==> src/hdl/xpoc_pkg.sv <==
// Package for the XML path occurrence counter.
// Holds sizes, codes, port word types and helper functions.
// Used by every module of the block except xpoc_ram; depends on nothing.
package xpoc_pkg;

  localparam int MAX_LEVELS = 8;
  localparam int HIST_BINS  = 16;
  localparam int TAG_BITS   = 8;

  localparam int LVL_W   = (MAX_LEVELS > 1) ? $clog2(MAX_LEVELS) : 1;
  localparam int BIN_W   = $clog2(HIST_BINS);
  localparam int LEN_W   = 4;
  localparam int DEPTH_W = 16;
  localparam int CNT_W   = 32;
  localparam int CHILD_W = 16;

  localparam logic [DEPTH_W-1:0] DEPTH_MAX = {DEPTH_W{1'b1}};
  localparam logic [CHILD_W-1:0] CHILD_MAX = {CHILD_W{1'b1}};
  localparam logic [CNT_W-1:0]   CNT_MAX   = {CNT_W{1'b1}};

  typedef enum logic [1:0] {
    FUNC_START = 2'd0,
    FUNC_END   = 2'd1,
    FUNC_READ  = 2'd2,
    FUNC_NOP   = 2'd3
  } func_e;

  typedef enum logic [1:0] {
    CFG_PATH_LENGTH = 2'd0,
    CFG_PATH_TAGS   = 2'd1,
    CFG_GROUP_MODE  = 2'd2,
    CFG_NONE        = 2'd3
  } cfg_idx_e;

  typedef struct packed {
    func_e      func;
    logic [7:0] tag_id;
    logic [2:0] read_level;
    logic [3:0] read_bin;
  } in_t;

  typedef struct packed {
    logic [CNT_W-1:0]   occurrence_count;
    logic [CNT_W-1:0]   histogram_count;
    logic [DEPTH_W-1:0] current_depth;
    logic               depth_error;
  } out_t;

  typedef struct packed {
    logic               inc0;
    logic               incn;
    logic               rd_en;
    logic               rd_hi;
    logic [BIN_W-1:0]   bin0;
    logic [LVL_W-1:0]   lvln;
    logic [BIN_W-1:0]   binn;
  } hist_req_t;

  typedef struct packed {
    logic [CNT_W-1:0]   occ;
    logic [DEPTH_W-1:0] depth;
    logic               err;
  } path_rsp_t;

  function automatic logic [CNT_W-1:0] sat_inc32(input logic [CNT_W-1:0] v);
    sat_inc32 = (v == CNT_MAX) ? v : v + 1'b1;
  endfunction

  function automatic logic [BIN_W-1:0] child_bin(input logic [CHILD_W-1:0] c);
    child_bin = (c >= CHILD_W'(HIST_BINS - 1)) ? BIN_W'(HIST_BINS - 1) : c[BIN_W-1:0];
  endfunction

  function automatic logic [BIN_W-1:0] read_bin_addr(input logic [3:0] rb);
    logic [8:0] w;
    w = {5'b0, rb};
    read_bin_addr = w[BIN_W-1:0];
  endfunction

  function automatic logic read_bin_ok(input logic [3:0] rb);
    read_bin_ok = ({5'b0, rb} < 9'(HIST_BINS));
  endfunction

endpackage

==> src/hdl/xpoc_path.sv <==
// Path tracking: configuration registers, nesting depth, per-level flags,
// match and child counters. Issues histogram requests per event.
// Depends on xpoc_pkg.
module xpoc_path
  import xpoc_pkg::*;
(
  input  logic        clk_i,
  input  logic        rst_ni,
  input  logic        cfg_we_i,
  input  cfg_idx_e    cfg_index_i,
  input  logic [63:0] cfg_data_i,
  input  logic        accept_i,
  input  in_t         in_i,
  output path_rsp_t   rsp_o,
  output hist_req_t   req_o
);

  logic [LEN_W-1:0]   path_length_q;
  logic [63:0]        path_tags_q;
  logic               group_mode_q;

  logic [DEPTH_W-1:0] depth_q, depth_d;
  logic [MAX_LEVELS-1:0] on_path_q, on_path_d;
  logic [CNT_W-1:0]   match_q [MAX_LEVELS];
  logic [CNT_W-1:0]   match_d [MAX_LEVELS];
  logic [CHILD_W-1:0] child_q [MAX_LEVELS];
  logic [CHILD_W-1:0] child_d [MAX_LEVELS];

  logic [LEN_W-1:0]   eff_len;
  logic [DEPTH_W-1:0] d;
  logic [LVL_W-1:0]   d_lvl;
  logic [LVL_W-1:0]   d_up;
  logic [LVL_W-1:0]   rd_lvl;
  logic [LVL_W-1:0]   m_idx;
  logic               in_path;
  logic               next_in;
  logic               lvl_ok;
  logic               tag_hit;

  always_ff @(posedge clk_i or negedge rst_ni) begin
    if (!rst_ni) begin
      path_length_q <= LEN_W'(1);
      path_tags_q   <= '0;
      group_mode_q  <= 1'b0;
    end else if (cfg_we_i) begin
      case (cfg_index_i)
        CFG_PATH_LENGTH: path_length_q <= cfg_data_i[LEN_W-1:0];
        CFG_PATH_TAGS:   path_tags_q   <= cfg_data_i;
        CFG_GROUP_MODE:  group_mode_q  <= cfg_data_i[0];
        default: ;
      endcase
    end
  end

  always_comb begin
    eff_len = (path_length_q > LEN_W'(MAX_LEVELS)) ? LEN_W'(MAX_LEVELS) : path_length_q;
    d       = (in_i.func == FUNC_END) ? depth_q - 1'b1 : depth_q;
    d_lvl   = d[LVL_W-1:0];
    d_up    = d_lvl + LVL_W'(1);
    in_path = d < DEPTH_W'(eff_len);
    next_in = (LEN_W'(d_lvl) + LEN_W'(1)) < eff_len;
    rd_lvl  = in_i.read_level[LVL_W-1:0];
    lvl_ok  = LEN_W'(in_i.read_level) < LEN_W'(MAX_LEVELS);
    m_idx   = (in_i.func == FUNC_READ) ? rd_lvl : d_lvl;
    tag_hit = path_tags_q[8*d_lvl +: TAG_BITS] == in_i.tag_id[TAG_BITS-1:0];
  end

  always_comb begin
    depth_d   = depth_q;
    on_path_d = on_path_q;
    match_d   = match_q;
    child_d   = child_q;
    req_o     = '0;
    rsp_o     = '0;
    case (in_i.func)
      FUNC_START: begin
        if (depth_q == DEPTH_MAX) begin
          rsp_o.err = 1'b1;
        end else begin
          depth_d = depth_q + 1'b1;
          if (in_path) begin
            if (d != '0 && !on_path_q[d_lvl - LVL_W'(1)]) begin
              on_path_d[d_lvl] = 1'b0;
            end else if (tag_hit) begin
              on_path_d[d_lvl] = 1'b1;
              match_d[d_lvl]   = sat_inc32(match_q[m_idx]);
              if (group_mode_q) begin
                if (next_in) begin
                  child_d[d_up] = '0;
                end
                if (child_q[d_lvl] != CHILD_MAX) begin
                  child_d[d_lvl] = child_q[d_lvl] + 1'b1;
                end
              end
            end else begin
              on_path_d[d_lvl] = 1'b0;
            end
          end
        end
      end
      FUNC_END: begin
        if (depth_q == '0) begin
          rsp_o.err = 1'b1;
        end else begin
          depth_d = depth_q - 1'b1;
          if (group_mode_q && in_path && on_path_q[d_lvl]) begin
            if (next_in) begin
              req_o.incn    = 1'b1;
              req_o.lvln    = d_up;
              req_o.binn    = child_bin(child_q[d_up]);
              child_d[d_up] = '0;
            end
            if (d == '0) begin
              req_o.inc0 = 1'b1;
              req_o.bin0 = child_bin(child_q[0]);
              child_d[0] = '0;
            end
          end
        end
      end
      FUNC_READ: begin
        if (lvl_ok) begin
          rsp_o.occ = match_q[m_idx];
          if (read_bin_ok(in_i.read_bin)) begin
            req_o.rd_en = 1'b1;
            req_o.rd_hi = (rd_lvl != '0);
            req_o.bin0  = read_bin_addr(in_i.read_bin);
            req_o.lvln  = rd_lvl;
            req_o.binn  = read_bin_addr(in_i.read_bin);
          end
        end
      end
      default: ;
    endcase
    rsp_o.depth = depth_d;
  end

  always_ff @(posedge clk_i or negedge rst_ni) begin
    if (!rst_ni) begin
      depth_q   <= '0;
      on_path_q <= '0;
      for (int i = 0; i < MAX_LEVELS; i++) begin
        match_q[i] <= '0;
        child_q[i] <= '0;
      end
    end else if (accept_i) begin
      depth_q   <= depth_d;
      on_path_q <= on_path_d;
      match_q   <= match_d;
      child_q   <= child_d;
    end
  end

endmodule

==> config.mk <==
export PLATFORM = sky130hd
export DESIGN_NAME = xpoc_path
export DESIGN_NICKNAME = d
export VERILOG_FILES = /design/src/hdl/xpoc_pkg.sv /design/src/hdl/xpoc_path.sv
export SDC_FILE = /design/constraint.sdc
export NUM_CORES = 1
export LEC_CHECK = 0
export ABC_CLOCK_PERIOD_IN_PS = 8400
export BUFFER_PORTS_ARGS = -buffer_cell sky130_fd_sc_hd__buf_4
export CORE_ASPECT_RATIO = 0.9
export CORE_UTILIZATION = 40
export DETAILED_ROUTE_END_ITERATION = 10
export GPL_TIMING_DRIVEN = 1
export HOLD_SLACK_MARGIN = 0.08
export PLACE_DENSITY_LB_ADDON = 0.12
export SLEW_MARGIN = 10
export SYNTH_ARGS = -nofsm -noshare
export SYNTH_HDL_FRONTEND = slang
export SYNTH_SLANG_ARGS = --single-unit
==> constraint.sdc <==
create_clock -name clk_i -period 8.4 [get_ports clk_i]
set_input_delay 1.26 -clock clk_i [delete_from_list [all_inputs] [get_ports clk_i]]
set_output_delay 1.26 -clock clk_i [all_outputs]
set_load 0.005 [all_outputs]
Word-level counts from Yosys, hierarchy flattened:

Index checks and enable logic that the tools add are counted.

* bits in registers: 477
* input port bits: 87
* word-level logic and storage cells: 153

* shifts and indexed selects: 1
* reduce and logical (&&, ||, !) cells: 20
* equality and inequality tests: 15
* add/sub/neg operators: 7
* mux-type cells: 66
* bitwise operators: 10
* magnitude comparators: 13

Operator list (count)
* 128-bit two-way mux: 15
* 256-bit bitwise mux: 1
* 128-bit one-hot mux with 2 select lines: 1
* 16-bit two-way mux: 10
* 32-bit two-way mux: 5
* 128-bit bitwise AND: 1
* 128-bit bitwise mux: 1
* 128-bit inverter: 1
* 16-bit binary-select mux with 3-bit select: 2
* 32-bit binary-select mux with 3-bit select: 1
* 16-bit demux with 3-bit select: 2
* 32-bit demux with 3-bit select: 1
* 64-bit by 7-bit indexed part select with 8-bit output: 1
* 16-bit by 1-bit adder with 16-bit output (second input constant): 2
* 32-bit by 1-bit adder with 32-bit output (second input constant): 1
* 32-bit == test (second input constant): 1
* 16-bit by 4-bit >= comparator with 1-bit output (second input constant): 2
* 16-bit zero test: 2
* 16-bit one-hot mux with 2 select lines: 1
* 11-bit two-way mux: 2
* 11-bit one-hot mux with 2 select lines: 1
* 16-bit == test (second input constant): 1
* 16-bit by 4-bit less-than comparator with 1-bit output: 1
* 4-bit two-way mux: 4
* other kinds (39): 72

Depth between registers and ports, before layout:

* depth after elaboration: 25
* gate-level depth with buffers: 25
* mapped depth without buffers: 16

Least setup slack after synthesis:

No wires, ideal clock.

* kind: input port to output port
* from: input in_i[16] (netlist bit)
* to: output req_o[5] (netlist bit)
* data arrival time: 5.443 ns
* cell stages on the path: 21
* setup slack: 1.697 ns
* required time: 7.140 ns
* cell sequence: inv_1 > ha_1 > buf_6 > xor2_2 > buf_2 > buf_1 > clkbuf_1 > clkbuf_1 > ha_1 > xnor2_1 > clkinv_1 > clkbuf_1 > buf_1 > ha_1 > o21ai_0 > nand2b_1 > a21oi_1 > nand2_1 > nor2_1 > nand2_1 > a21boi_0

RTL lines
* start, declared: RTL line xpoc_path.sv:13 `input in_t in_i,`
* end, declared: RTL line xpoc_path.sv:15 `output hist_req_t req_o`

==> key figures <==
Outcome
  – Outcome: finished clean

Worst setup path
  – CP top delay family: simple AND/OR/NAND/NOR gates
  – Buf/Inv on CP: 3
  – R2R cell count: 16
  – CP arrival: a little over 6 ns
  – CP cell instances: inv_1, ha_2, buf_4, and3_1, a22oi_1, o22a_1, o221ai_1, nor3_1, nand4_1, or2_2, o21ai_0, and2_1, buf_4
  – Worst EP required: a little over 7 ns
  – CP Launch Type: register
  – CP peak stage delay: around 0.96 ns
  – Stages on the worst setup path: 13
  – Crit path top cell by count: buf_4
  – Critical path class: register to primary output
  – Crit path capture type: primary output
  – CP max FO: 47
  – Slowest CP cell: a22oi_1

Min path
  – Hold Path Cell Cnt: 1
  – HP Class: register to register

Global route
  – Initial antenna violation count: 2
  – GRT Util Overall: around 29%
  – Largest net degree at the start of global routing: approximately 160
  – Vias in the first global route: ~24000
  – Global-route wire length before repair: ~150000 µm
  – Global-route congestion overflow total: 0

Route
  – DR WL met2: between 40000 and 50000 µm
  – Drt total wl: about 100000 µm
  – First-pass DRT Iterations: 6
  – Routed WL per cell: 27.10 µm
  – Top Layer Used: met4
  – WL met3: 10860 µm
  – 1st-iter DRT viols: between 2000 and 3000
  – Vias per std cell: 6.392
  – M1 WL: 45480 µm
  – Final ANT Viol Nets: 0
  – Residual DRC count: 0
  – Vias post-DR: ~24000

Power and ir drop
  – Power Density: 310.1 mW/mm²
  – P_leak: between 10 and 15 nW
  – Final Total Pwr: between 9 and 10 mW
  – Maximum VDD drop: between 0.00015 and 0.0002 V

Place
  – Final HPWL DP: roughly 65000 µm
  – Port buffer count: 150
  – GPL Wtd Cong: a little under 1

Floorplanning
  – Starting Density: about 41%
  – Core ar.: roughly 0.069 mm²
  – Die area: around 0.07 mm²
  – Row Count: 91
  – Die Wd: between 200 and 300 µm
  – I/O pins: 151
  – Die Ht: 253.1 µm

Clock tree
  – CTS Buffer Depth: 3
  – Post-CTS Setup Bufs: 0
  – Reg clk slew, reported paths: roughly 0.060 ns
  – Clock sink total: between 400 and 500
  – CTS H-tree depth: 2
  – Clock Latency Late Sink: between 0.6 and 0.7 ns
  – PostCTS Resize Cnt: 0
  – Hold_buf cts: 0
  – CTS tree: built
  – Root buffer cell: clkbuf_16
  – CTS Buf Count: 54

Finish
  – Area Growth Syn to Fin: 13.80%
  – Nets: ~2900
  – Proportion of layout cells with a drive suffix above 1: 25.87%
  – Fin util: a little under half

Logic synthesis
  – Yosys cell types: 98
  – Post-Syn Area: about 0.028 mm²
  – Top FF cell, synth: dfrtp_1
  – EDFF count, synth: 0
  – Synthesized net count: around 2800
  – Synthesized flop and latch total: between 400 and 500
  – Mean cell area of the mapped netlist: between 10 and 15 µm²
  – Post-Synth XOR/XNOR Area: between 1.5 and 2%
  – YS warnings: 0
  – Mux share of post-synthesis cell area: ~18%
  – Compound-cell area share of the yosys netlist: between 10% and 20%
  – Asr flop ratio synth: 100.0%
  – Largest family of logic cells by synthesized area: compound AO/OA/AOI/OAI gates
  – Post-synthesis sequential area ratio: 42.58%
  – Mapped Cells: about 2700
  – Simple-Gate Fraction of Synth Area: about an eighth
  – Area share of fa/ha/maj cells after synthesis: less than 1%

STA
  – RSZ-0062 raised after global routing: false
  – Worst Skew: ~0.018 ns
  – Setup violators final: 0
  – Hold violation count in the final report: 0
  – Worst-Margin Slew: between 1 and 1.5 ns
  – Fin. max-slew vios: 0
  – Post-layout min period: 7.462 ns
  – Fin Setup TNS: 0 ns
  – Slew margin rel.: around 17%
  – Fin crit share: 88.84%
  – Fmax: 134.0 MHz

Flow run
  – Max-cap violation count: 0
[path summary, 6_finish.rpt]
| kind | to | slack, ns | startpoint |
|---|---|---|---|
| hold reg to reg | match_q[199] | 0.50 | match_q[199] |
| hold / removal | match_q[199] | 0.50 | match_q[199] |
| min in group asynchronous | child_q[22] | 0.60 | rst_ni |
| setup / recovery | req_o[10] | 0.94 | depth_q[0] |
| setup reg to reg | child_q[25] | 1.52 | depth_q[0] |
| max in group asynchronous | match_q[137] | 5.85 | rst_ni |
[report_power, final]
group          total [mW]  switching, mW  internal (mW)
sequential           3.01          0.436           2.57
clock                2.42          0.999           1.42
combinational        4.46           2.93           1.54
[per-layer routing]
layer / track usage (%) / vias to the layer above
met3: 8.276 / 215
met1: 42.02 / 12044
li1: - / 10343
met4: 8.852 / 0
met2: 39.74 / 1241
met5: 0 / -
[area by class of cell]
| cell class | instances | area, µm² |
|---|---|---|
| fillers | 6425 | 36980 |
| repair buffers | 230 | 1809 |
| clock buffers | 81 | 1584 |
| well taps | 930 | 1164 |
| inverters | 142 | 533.0 |
| diodes | 1 | 2.502 |
| clock inverters | 18 | 217.7 |
| flip-flops and latches | 477 | 11950 |
| multi-input cells | 1851 | 14650 |
[registers in the layout, indices dropped and copies added (netlist names), named ones only]
register	flops
path_tags_q	64
depth_q	16
group_mode_q	1
path_length_q	4
match_q	256
child_q	128
[placed cells by master, fill, tap and decap left out, types with 20 or more instances in the layout]
master	n
nand3_1	54
mux4_2	31
nor4_1	29
nor3_1	54
inv_1	139
o2111ai_1	110
o2bb2ai_1	127
nor2_1	126
o22ai_1	31
nand2_1	171
dfrtp_1	473
o21ai_0	67
nand4_1	39
xnor2_1	36
and2_1	20
mux2_2	312
mux2i_1	67
clkbuf_16	55
buf_4	223
or3_1	28
a21oi_1	55
nand2b_1	27
o211ai_1	120
[cell families after synthesis]
group	after synthesis
buf+inv	382
compound gates	680
mux	420
xor+xnor	58
fa+ha+maj	16
flops	477
simple gates	677
[metrics by stage]
stage | instance area [µm²] | std cells | hold slack [ns] | worst slack, ns
floorplan | 28030 | 2710 | 0.4642 | 1.697
global placement | 30100 | 3630 | 0.4741 | 1.337
detailed placement | 30100 | 3630 | 0.4827 | 1.264
CTS | 31900 | 3729 | 0.4958 | 1.277
global route | 31900 | 3730 | 0.5065 | 0.8860
finish | 31900 | 3730 | 0.4951 | 0.9375
[Yosys cell counts, types with 12 or more instances]
cell type | number | share of area, %
nor2_1 | 126 | 1.7
mux2_2 | 312 | 13
mux2i_1 | 67 | 2.4
nor4_1 | 29 | 0.65
buf_1 | 25 | 0.33
nand3_1 | 54 | 0.96
nand2_1 | 171 | 2.3
and2_1 | 20 | 0.45
nor3b_1 | 14 | 0.37
inv_1 | 139 | 1.9
o22ai_1 | 31 | 0.69
ha_1 | 16 | 0.71
xor2_1 | 18 | 0.56
nor2b_1 | 18 | 0.40
o21ai_0 | 67 | 1.2
o32ai_1 | 12 | 0.37
nor3_1 | 60 | 1.1
xnor2_1 | 37 | 1.2
buf_2 | 63 | 1.1
clkbuf_1 | 140 | 1.9
nand2b_1 | 28 | 0.62
o2bb2ai_1 | 127 | 4.0
nand4_1 | 39 | 0.87
mux4_2 | 31 | 2.5
a31oi_1 | 17 | 0.38
a211oi_1 | 14 | 0.37
o221ai_1 | 12 | 0.37
a22oi_1 | 15 | 0.40
o2111ai_1 | 110 | 3.4
a21oi_1 | 55 | 0.98
o211ai_1 | 120 | 3.2
and3_1 | 13 | 0.29
dfrtp_1 | 476 | 42
or3_1 | 30 | 0.67
nand3b_1 | 13 | 0.35
Power figures use the tool's default switching activity.
