## config.mk

```make
export PLATFORM = sky130hd
export DESIGN_NAME = xpoc_hist
export DESIGN_NICKNAME = d
export VERILOG_FILES = /design/src/hdl/xpoc_pkg.sv /design/src/hdl/xpoc_ram.sv /design/src/hdl/xpoc_hist.sv
export SDC_FILE = /design/constraint.sdc
export NUM_CORES = 2
export LEC_CHECK = 0
export BUFFER_PORTS_ARGS = -buffer_cell sky130_fd_sc_hd__buf_2
export CAP_MARGIN = 20
export CORE_MARGIN = 2
export CORE_UTILIZATION = 55
export CTS_BUF_LIST = sky130_fd_sc_hd__clkbuf_8
export CTS_CLUSTER_SIZE = 20
export DETAILED_ROUTE_END_ITERATION = 6
export PLACE_DENSITY = 0.8
export SLEW_MARGIN = 40
export SYNTH_ARGS = -nofsm -noshare
export SYNTH_HDL_FRONTEND = slang
export SYNTH_MEMORY_MAX_BITS = 65536
export SYNTH_SLANG_ARGS = --single-unit
```

## constraint.sdc

```tcl
create_clock -name clk_i -period 11.4 [get_ports clk_i]
set_input_delay 1.71 -clock clk_i [delete_from_list [all_inputs] [get_ports clk_i]]
set_output_delay 1.71 -clock clk_i [all_outputs]
set_load 0.005 [all_outputs]
```

## src/hdl/xpoc_pkg.sv

```systemverilog
// Package for the XML path occurrence counter.
// Holds sizes, codes, port word types and helper functions.
// Used by every module of the block except xpoc_ram; depends on nothing.
package xpoc_pkg;

  localparam int MAX_LEVELS = 8;
  localparam int HIST_BINS  = 16;
  localparam int TAG_BITS   = 8;

  localparam int LVL_W   = (MAX_LEVELS > 1) ? $clog2(MAX_LEVELS) : 1;
  localparam int BIN_W   = $clog2(HIST_BINS);
  localparam int LEN_W   = 4;
  localparam int DEPTH_W = 16;
  localparam int CNT_W   = 32;
  localparam int CHILD_W = 16;

  localparam logic [DEPTH_W-1:0] DEPTH_MAX = {DEPTH_W{1'b1}};
  localparam logic [CHILD_W-1:0] CHILD_MAX = {CHILD_W{1'b1}};
  localparam logic [CNT_W-1:0]   CNT_MAX   = {CNT_W{1'b1}};

  typedef enum logic [1:0] {
    FUNC_START = 2'd0,
    FUNC_END   = 2'd1,
    FUNC_READ  = 2'd2,
    FUNC_NOP   = 2'd3
  } func_e;

  typedef enum logic [1:0] {
    CFG_PATH_LENGTH = 2'd0,
    CFG_PATH_TAGS   = 2'd1,
    CFG_GROUP_MODE  = 2'd2,
    CFG_NONE        = 2'd3
  } cfg_idx_e;

  typedef struct packed {
    func_e      func;
    logic [7:0] tag_id;
    logic [2:0] read_level;
    logic [3:0] read_bin;
  } in_t;

  typedef struct packed {
    logic [CNT_W-1:0]   occurrence_count;
    logic [CNT_W-1:0]   histogram_count;
    logic [DEPTH_W-1:0] current_depth;
    logic               depth_error;
  } out_t;

  typedef struct packed {
    logic               inc0;
    logic               incn;
    logic               rd_en;
    logic               rd_hi;
    logic [BIN_W-1:0]   bin0;
    logic [LVL_W-1:0]   lvln;
    logic [BIN_W-1:0]   binn;
  } hist_req_t;

  typedef struct packed {
    logic [CNT_W-1:0]   occ;
    logic [DEPTH_W-1:0] depth;
    logic               err;
  } path_rsp_t;

  function automatic logic [CNT_W-1:0] sat_inc32(input logic [CNT_W-1:0] v);
    sat_inc32 = (v == CNT_MAX) ? v : v + 1'b1;
  endfunction

  function automatic logic [BIN_W-1:0] child_bin(input logic [CHILD_W-1:0] c);
    child_bin = (c >= CHILD_W'(HIST_BINS - 1)) ? BIN_W'(HIST_BINS - 1) : c[BIN_W-1:0];
  endfunction

  function automatic logic [BIN_W-1:0] read_bin_addr(input logic [3:0] rb);
    logic [8:0] w;
    w = {5'b0, rb};
    read_bin_addr = w[BIN_W-1:0];
  endfunction

  function automatic logic read_bin_ok(input logic [3:0] rb);
    read_bin_ok = ({5'b0, rb} < 9'(HIST_BINS));
  endfunction

endpackage

```

## src/hdl/xpoc_ram.sv

```systemverilog
// Generic single-port-write, single-port-read synchronous RAM.
// Read data is registered and updated only on a read enable.
// Depends on nothing.
module xpoc_ram #(
  parameter int DEPTH = 16,
  parameter int WIDTH = 32
) (
  input  logic                     clk_i,
  input  logic                     we_i,
  input  logic [$clog2(DEPTH)-1:0] waddr_i,
  input  logic [WIDTH-1:0]         wdata_i,
  input  logic                     re_i,
  input  logic [$clog2(DEPTH)-1:0] raddr_i,
  output logic [WIDTH-1:0]         rdata_o
);

  logic [WIDTH-1:0] mem [DEPTH];
  logic [WIDTH-1:0] rdata_q;

  always_ff @(posedge clk_i) begin
    if (we_i) begin
      mem[waddr_i] <= wdata_i;
    end
    if (re_i) begin
      rdata_q <= mem[raddr_i];
    end
  end

  assign rdata_o = rdata_q;

endmodule

```

## src/hdl/xpoc_hist.sv

```systemverilog
// Child-count histogram: level 0 and the deeper levels in two RAMs,
// read at accept, incremented and written back when the event advances.
// Depends on xpoc_pkg and xpoc_ram.
module xpoc_hist
  import xpoc_pkg::*;
(
  input  logic             clk_i,
  input  logic             rst_ni,
  input  logic             accept_i,
  input  hist_req_t        req_i,
  input  logic             advance_i,
  output logic [CNT_W-1:0] rd_data_o
);

  localparam int AN_W   = LVL_W + BIN_W;
  localparam int DEPTH0 = 2 ** BIN_W;
  localparam int DEPTHN = 2 ** AN_W;

  logic [DEPTH0-1:0] vld0_q;
  logic [DEPTHN-1:0] vldn_q;

  logic [BIN_W-1:0]  raddr0;
  logic [AN_W-1:0]   raddrn;
  logic [CNT_W-1:0]  rdata0, rdatan;
  logic [CNT_W-1:0]  data0, datan;
  logic [CNT_W-1:0]  wdata0, wdatan;
  logic              we0, wen;

  logic              inc0_q, incn_q, rd_en_q, rd_hi_q;
  logic [BIN_W-1:0]  addr0_q;
  logic [AN_W-1:0]   addrn_q;
  logic              hit0_q, hitn_q;

  logic              fwd0_q, fwdn_q;
  logic [BIN_W-1:0]  fwd0_addr_q;
  logic [AN_W-1:0]   fwdn_addr_q;
  logic [CNT_W-1:0]  fwd0_data_q, fwdn_data_q;

  assign raddr0 = req_i.bin0;
  assign raddrn = {req_i.lvln, req_i.binn};

  xpoc_ram #(
    .DEPTH (DEPTH0),
    .WIDTH (CNT_W)
  ) u_ram0 (
    .clk_i   (clk_i),
    .we_i    (we0),
    .waddr_i (addr0_q),
    .wdata_i (wdata0),
    .re_i    (accept_i),
    .raddr_i (raddr0),
    .rdata_o (rdata0)
  );

  xpoc_ram #(
    .DEPTH (DEPTHN),
    .WIDTH (CNT_W)
  ) u_ramn (
    .clk_i   (clk_i),
    .we_i    (wen),
    .waddr_i (addrn_q),
    .wdata_i (wdatan),
    .re_i    (accept_i),
    .raddr_i (raddrn),
    .rdata_o (rdatan)
  );

  always_ff @(posedge clk_i or negedge rst_ni) begin
    if (!rst_ni) begin
      inc0_q  <= 1'b0;
      incn_q  <= 1'b0;
      rd_en_q <= 1'b0;
      rd_hi_q <= 1'b0;
      hit0_q  <= 1'b0;
      hitn_q  <= 1'b0;
    end else if (accept_i) begin
      inc0_q  <= req_i.inc0;
      incn_q  <= req_i.incn;
      rd_en_q <= req_i.rd_en;
      rd_hi_q <= req_i.rd_hi;
      hit0_q  <= vld0_q[raddr0];
      hitn_q  <= vldn_q[raddrn];
    end
  end

  always_ff @(posedge clk_i) begin
    if (accept_i) begin
      addr0_q <= raddr0;
      addrn_q <= raddrn;
    end
  end

  always_comb begin
    if (fwd0_q && fwd0_addr_q == addr0_q) begin
      data0 = fwd0_data_q;
    end else begin
      data0 = hit0_q ? rdata0 : '0;
    end
    if (fwdn_q && fwdn_addr_q == addrn_q) begin
      datan = fwdn_data_q;
    end else begin
      datan = hitn_q ? rdatan : '0;
    end
    wdata0    = sat_inc32(data0);
    wdatan    = sat_inc32(datan);
    we0       = advance_i && inc0_q;
    wen       = advance_i && incn_q;
    rd_data_o = !rd_en_q ? '0 : (rd_hi_q ? datan : data0);
  end

  always_ff @(posedge clk_i or negedge rst_ni) begin
    if (!rst_ni) begin
      vld0_q <= '0;
      vldn_q <= '0;
      fwd0_q <= 1'b0;
      fwdn_q <= 1'b0;
    end else begin
      if (we0) begin
        vld0_q[addr0_q] <= 1'b1;
        fwd0_q          <= 1'b1;
      end
      if (wen) begin
        vldn_q[addrn_q] <= 1'b1;
        fwdn_q          <= 1'b1;
      end
    end
  end

  always_ff @(posedge clk_i) begin
    if (we0) begin
      fwd0_addr_q <= addr0_q;
      fwd0_data_q <= wdata0;
    end
    if (wen) begin
      fwdn_addr_q <= addrn_q;
      fwdn_data_q <= wdatan;
    end
  end

endmodule

```

## Word-level counts from Yosys, hierarchy flattened

Memories as Yosys holds them, arrays and structs flattened. A register that Yosys moved wholly into a read port is not among the register bits.
Index checks and enable logic that the tools add are counted.

| storage, ports and cells | value |
|---|---|
| bits in writable memories | 4608 |
| latch bits | 0 |
| bits in read-only memories | 0 |
| memories | 2 |
| word-level logic and storage cells | 58 |
| input port bits | 19 |
| register bits after elaboration | 238 |

| cells by class | value |
|---|---|
| reductions and logical operators | 6 |
| $add $sub $neg | 2 |
| multipliers | 0 |
| divide/modulo/power cells | 0 |
| equal/unequal tests | 4 |
| $lt $le $gt $ge | 6 |
| muxes and demuxes | 20 |
| shifts and indexed selects | 0 |
| bitwise operators | 2 |

Memory list:

| memory | words | bits a word | read ports | clocked after Yosys merged registers in | write ports | line | text |
|---|---|---|---|---|---|---|---|
| u_ramn.mem | 128 | 32 | 1 | 1 | 1 | xpoc_ram.sv:17 | `logic [WIDTH-1:0] mem [DEPTH];` |
| u_ram0.mem | 16 | 32 | 1 | 1 | 1 | xpoc_ram.sv:17 |  |

Operators by type and width:

| operator | number |
|---|---|
| 32-bit 2-to-1 mux | 8 |
| 128-bit OR | 1 |
| 32-bit by 1-bit adder with 32-bit output (second input constant) | 2 |
| 32-bit == test (second input constant) | 2 |
| 7-bit by 8-bit < comparator with 1-bit output (second input constant) | 2 |
| 16-bit OR | 1 |
| 4-bit by 5-bit < comparator with 1-bit output (second input constant) | 2 |
| 1-bit 2-to-1 mux | 8 |
| 1-bit binary-select mux with 7-bit select | 1 |
| 1-bit demux with 7-bit select | 1 |
| 7-bit == test | 1 |
| 7-bit by 1-bit >= comparator with 1-bit output (second input constant) | 1 |
| 1-bit logical AND | 6 |
| 1-bit binary-select mux with 4-bit select | 1 |
| 1-bit demux with 4-bit select | 1 |
| 4-bit == test | 1 |
| 4-bit by 1-bit >= comparator with 1-bit output (second input constant) | 1 |

## Depth between registers and ports, before layout

| logic depth | value |
|---|---|
| depth after elaboration | 5 |
| depth in mapped cells | 15 |

## By module

Synthesis repeated with hierarchy kept, for this count alone.

| second synthesis, totals | value |
|---|---|
| cell total of the unflattened synthesis | 8020 |
| area, all modules | 189645.6 um^2 |

By module, submodules not included:

| module | cells each | times used | area each (um^2) |
|---|---|---|---|
| xpoc_ram (u_ramn) | 5990 | 1 | 156596.4 |
| xpoc_ram (u_ram0) | 838 | 1 | 20174.3 |
| xpoc_hist | 1192 | 1 | 12874.8 |

## Worst setup path after synthesis

OpenSTA, ideal clock, no wires.

| timing | value |
|---|---|
| path kind | register -> register |
| from | register addrn_q[4] |
| to | register fwdn_data_q[1], data pin |
| clock period less this slack | 10.425 ns |
| stages on the path, launching flop included | 11 |
| setup time | 1.242 ns |
| setup slack | 0.975 ns |
| arrival time | 9.184 ns |
| cell sequence | edfxtp_1 -> clkbuf_1 -> xnor2_1 -> nand4_1 -> nor2_1 -> clkbuf_1 -> buf_1 -> nand2_1 -> o21ai_0 -> nand2_1 -> a21boi_0 |

| between the ends | value |
|---|---|
| word-level cells in the longest chain between the ends | 5 |
| elaborated cells between the ends (all ways) | 6 |
| classes of those cells | add/sub (1); eq/ne (2); mux (2); reduce/logical (1) |

Ends and longest elaborated chain:

| what | line | text |
|---|---|---|
| start: declaration | xpoc_hist.sv:31 | `logic [AN_W-1:0] addrn_q;` |
| start signal: assignment | xpoc_hist.sv:89 | `addrn_q <= raddrn;` |
| 7-bit == test * | xpoc_hist.sv:99 | `if (fwdn_q && fwdn_addr_q == addrn_q) begin` |
| 1-bit logical AND * | xpoc_hist.sv:99 |  |
| 32-bit 2-to-1 mux * | xpoc_hist.sv:99 |  |
| 32-bit by 1-bit adder with 32-bit output / 32-bit == test (equally long branches) | xpoc_pkg.sv:66 | `sat_inc32 = (v == CNT_MAX) ? v : v + 1'b1;` |
| 32-bit 2-to-1 mux * | xpoc_pkg.sv:66 |  |
| net u_ramn.wdata_i[1] | xpoc_ram.sv:11 | `input logic [WIDTH-1:0] wdata_i,` |
| end signal: assignment | xpoc_hist.sv:136 | `fwdn_data_q <= wdatan;` |
| end: declaration | xpoc_hist.sv:37 | `logic [CNT_W-1:0] fwd0_data_q, fwdn_data_q;` |

Mark *: on every way through the listed nets, which the timed path passes. The rest lies on a longest branch.
A chain may end at the register's enable or synchronous reset.

## Final worst setup path

| timing | value |
|---|---|
| from | register addrn_q[6] |
| to | output port rd_data_o[30] |

| between the ends | value |
|---|---|
| word-level cells in the longest chain between the ends | 5 |

Ends and longest elaborated chain:

| what | line | text |
|---|---|---|
| 7-bit == test | xpoc_hist.sv:99 |  |
| 1-bit logical AND | xpoc_hist.sv:99 |  |
| 32-bit 2-to-1 mux | xpoc_hist.sv:99 |  |
| 32-bit 2-to-1 mux (2 in series) | xpoc_hist.sv:108 | `rd_data_o = !rd_en_q ? '0 : (rd_hi_q ? datan : data0);` |
| end: declaration | xpoc_hist.sv:12 | `output logic [CNT_W-1:0] rd_data_o` |

No other way between the ends.

==> metrics.md <==
| Metric | Value |
|---|---|
| Result of the run | finished with violations |
| Violations in the final reports | design-rule violations |
| Critical Path Start Type | flop |
| Post-Syn Instances | 7970 |
| Post-synth design cell area | 189000 um2 |
| Total setup violations reported at the end of the flow | 0 |
| Switching share of power | about a quarter |
| Non-Filler Instances | 13800 |
| Combinational cell fraction of total power | around 7.4% |
| Routed length per instance | 36.4 um |
| Top cells by area, synth | sky130_fd_sc_hd__edfxtp_1, sky130_fd_sc_hd__mux4_2, sky130_fd_sc_hd__dfrtp_1 |
| Final global-route overflow total | 0 |
| Number of ports placed on the die boundary | 51 |
| Net Count, Synth | 7990 |
| HPWL after DPL | 275000 um |
| Number of flops mapped to enable cells by yosys | 4758 |
| Clock sinks | 4910 |
| Count of standard-cell rows | between 200 and 250 |
| Final critical path time including I/O delays and setup | between 6 and 7 ns |
| Share of final-layout standard cells stronger than drive strength 1 | a little over a third |
| Crit Path Category | reg2out |
| Global-route wire length before repair | 701000 um |
| Yosys top cell by area | sky130_fd_sc_hd__edfxtp_1 |
| Primary flip-flop cell chosen by synthesis mapping | sky130_fd_sc_hd__edfxtp_1 |
| Number of placed cells counting well taps | 12500 |
| Die area | 349000 um2 |
| Post-Route WL | between 500000 and 600000 um |
| Arrival @ worst endpoint | 5.12 ns |
| Max H-tree Level | 6 |
| Clock share of power | 36.7% |
| Startpoint of the most critical register-to-register path | addrn_q[6] |
| Count of state elements after synthesis | 4910 |
| Vias in the first global route | 95400 |
| Clk pin slew, worst setup/hold paths | roughly 0.08 ns |
| Net load switching power | about 8.8 mW |
| Die Wd | 590 um |
| Fin Clk Skew | 0.107 ns |
| Post-CTS setup repair buffer count | 0 |
| Remaining antenna violation count | 0 |
| Max-cap violation count | 0 |
| Final worst-path cycle share | ~60% |
| Number of hold-repair buffers added at the cts stage | 0 |
| Fmax | between 0.1 and 0.15 GHz |
| Final Power | approximately 37 mW |
| Total count of hold-check failures in the final report | 0 |
| Number of warnings printed during yosys synthesis | 0 |
| Worst-case reg-to-reg path depth | 10 |
| Register-to-register setup slack | roughly 5.4 ns |
| Routability cong. | 0.912 |
| Number of buffers between clock root and the deepest sink | 4 |
| Slew Limit Fails | 0 |
| Crit end category | output pin |
| Detail-routed via count per cell | 6.90 |
| Number of filler cells placed in the layout | 21200 |
| Starting DRT DRC Count | 16500 |
| Cts repair resizes | 0 |
| Setup_tns | 0 ns |
| Synth async-reset ratio | 3.10% |
| Area of the placeable core | 343000 um2 |
| Static Leakage | 68.2 nW |
| Count of unique library cells instantiated by Yosys | between 60 and 70 |
| Worst-Skew Late Latency | 1.31 ns |
| DRC viols | 30 |
| Worst hold margin | 0.404 ns |
| Critical Path Source | addrn_q[6] |
| Starting density of the core | 55.2% |
| Capturing element of the worst setup path | rd_data_o[30] |
| Global router's overall resource usage | 28.6% |
| Highest fanout seen on the critical path | 24 |
| Die outline height | about 590 um |
| Max_slew headroom | 36.1% |
| Fraction of synthesized cell area taken by the top area cell type | about 76% |
| Internal power | approximately 28 mW |
| P&R area growth vs syn | 12.1% |
| Portion of total power attributed to sequential cells | 55.9% |
| Slew at the pin with the worst max-slew slack | 0.958 ns |
| Required time at the endpoint of the critical path | approximately 9.7 ns |
| Number of antenna violations at the first check in global routing | 47 |
| Worst IR Drop VDD | 0.136 mV |
| FF-to-FF End | u_ramn.mem[38][30] |
| Mean post-synth cell area | 23.7 um2 |
| Pwr dens | 174 nW/um2 |
| Port Buf Inserts | 50 |
| Number of CTS-inserted buffers | 707 |
| Root buffer selected by CTS | sky130_fd_sc_hd__clkbuf_8 |
| Pin count of the biggest net entering global routing | 140 |
| Unrepaired setup endpoints after global routing | false |
| TritonCTS clock tree | built |
| Sequential share of the synthesized area | 77.5% |
| Min-Delay Path Class | in2async |
| Fin nets | approximately 8600 |
| Total via count after detailed routing | 95000 |
| Drt pass-1 iters | 7 |
-- cell families after synthesis --
logic type | count (synthesis) | share of synthesized area [%]
AOI/OAI and AO/OA | 213 | 0.731
xor gates and xnor gates | 60 | 0.278
adders and majority gates | 1 | 0.00661
buffers and inverters | 427 | 0.867
DFF | 4910 | 77.5
muxes | 1568 | 18.5
and+or+nand+nor | 791 | 2.07
-- power by group through the flow --
stage               logic, mW  registers (mW)  clock network [mW]
global route             2.82            20.6                14.4
finish                   2.71            20.6                13.5
floorplan                1.54            21.0                   0
CTS                      2.62            20.6                13.7
detailed placement       2.61            21.0                   0
global placement         2.45            21.0                   0
-- cell usage in the layout, fill, tap and decap left out, drive strengths merged, types with 13 or more instances in the layout --
master	netlist	layout
buf	127	358
a211oi	23	23
bufinv	0	29
o211a	14	14
nor4	13	13
clkinvlp	0	14
nor2	193	193
and3	56	56
nor3	26	26
edfxtp	4758	4758
clkbuf	292	740
dfrtp	152	152
xor2	30	30
xnor2	30	30
diode	0	14
mux4	1542	1542
nand3	49	49
clkinv	1	284
inv	7	225
nand4	24	24
mux2i	18	18
or2	150	150
a21oi	75	75
nand2	216	216
o21ai	39	39
-- per-layer routing --
metal	wire length, um	global-route usage, %	vias to the layer above
met5	201	0	-
met2	240000	45.5	8399
met4	26700	12.7	26
met1	164000	37.5	49400
li1	-	-	35600
met3	69400	7.74	1528
-- layout make-up --
class	instances	area (um2)	area share (%)
Antenna cell	14	35.0	0.0165
Clock buffer	737	10100	4.78
Clock inverter	544	3470	1.64
Inverter	8	37.5	0.0177
Multi-Input combinational cell	2633	42600	20.1
Sequential cell	4910	147000	69.2
Tap cell	4557	5700	2.69
Timing Repair Buffer	361	3430	1.62
-- synthesized netlist by cell type, drive strengths merged, types with 5 or more instances --
cell type / number
o22ai: 5
nand2b: 11
nand2: 216
mux2i: 18
nor2b: 9
xor2: 30
nor3: 26
and4: 11
mux4: 1542
or2: 150
o211ai: 10
o21ai: 39
a21oi: 75
a31oi: 9
and3: 56
nand3: 49
or3: 5
mux2: 8
nor2: 193
nand3b: 6
a211oi: 23
a22oi: 11
edfxtp: 4758
and2: 6
nor3b: 5
clkbuf: 292
dfrtp: 152
nor4: 13
inv: 7
or4: 5
o211a: 14
buf: 127
nand4: 24
xnor2: 30
-- state kept, by name, indices dropped and copies added (netlist names) --
signal / cells
vld0_q: 16
u_ram0.mem: 512
fwdn_q: 1
addr0_q: 4
incn_q: 1
u_ram0.rdata_o: 32
rd_en_q: 1
inc0_q: 1
fwd0_q: 1
u_ramn.rdata_o: 32
fwd0_addr_q: 4
fwdn_addr_q: 7
u_ramn.mem: 4096
rd_hi_q: 1
vldn_q: 128
hitn_q: 1
fwdn_data_q: 32
hit0_q: 1
fwd0_data_q: 32
addrn_q: 7
-- how the worst min path moves through the flow --
stage	end	slack [ns]
3_5_place_dp	vldn_q[42]	0.45
4_1_cts	inc0_q	0.33
3_3_place_gp	vldn_q[102]	0.45
5_1_grt	inc0_q	0.43
6_report	inc0_q	0.40
2_1_floorplan	fwd0_addr_q[2]	0.42
-- stage by stage --
step / util (%) / instance area (um2) / worst slack, ns
CTS: 61.7 / 212000 / 4.68
detailed placement: 57.7 / 198000 / 4.99
finish: 61.9 / 212000 / 4.57
global placement: 57.6 / 197000 / 5.07
floorplan: - / 189000 / 0.975
global route: 61.9 / 212000 / 4.49
-- worst max-delay path, stage by stage, from the launching register on --
cell and delay, ns:
sky130_fd_sc_hd__edfxtp_1 0.61, sky130_fd_sc_hd__xnor2_1 0.34, sky130_fd_sc_hd__and4_1 0.53, sky130_fd_sc_hd__nand2_1 0.50
sky130_fd_sc_hd__buf_4 0.38, sky130_fd_sc_hd__and3_1 0.21, sky130_fd_sc_hd__a21oi_1 0.59, sky130_fd_sc_hd__nand2_1 0.31
sky130_fd_sc_hd__o211a_1 0.25, sky130_fd_sc_hd__buf_2 0.13
No activity file was read; power rests on OpenSTA's default activity.
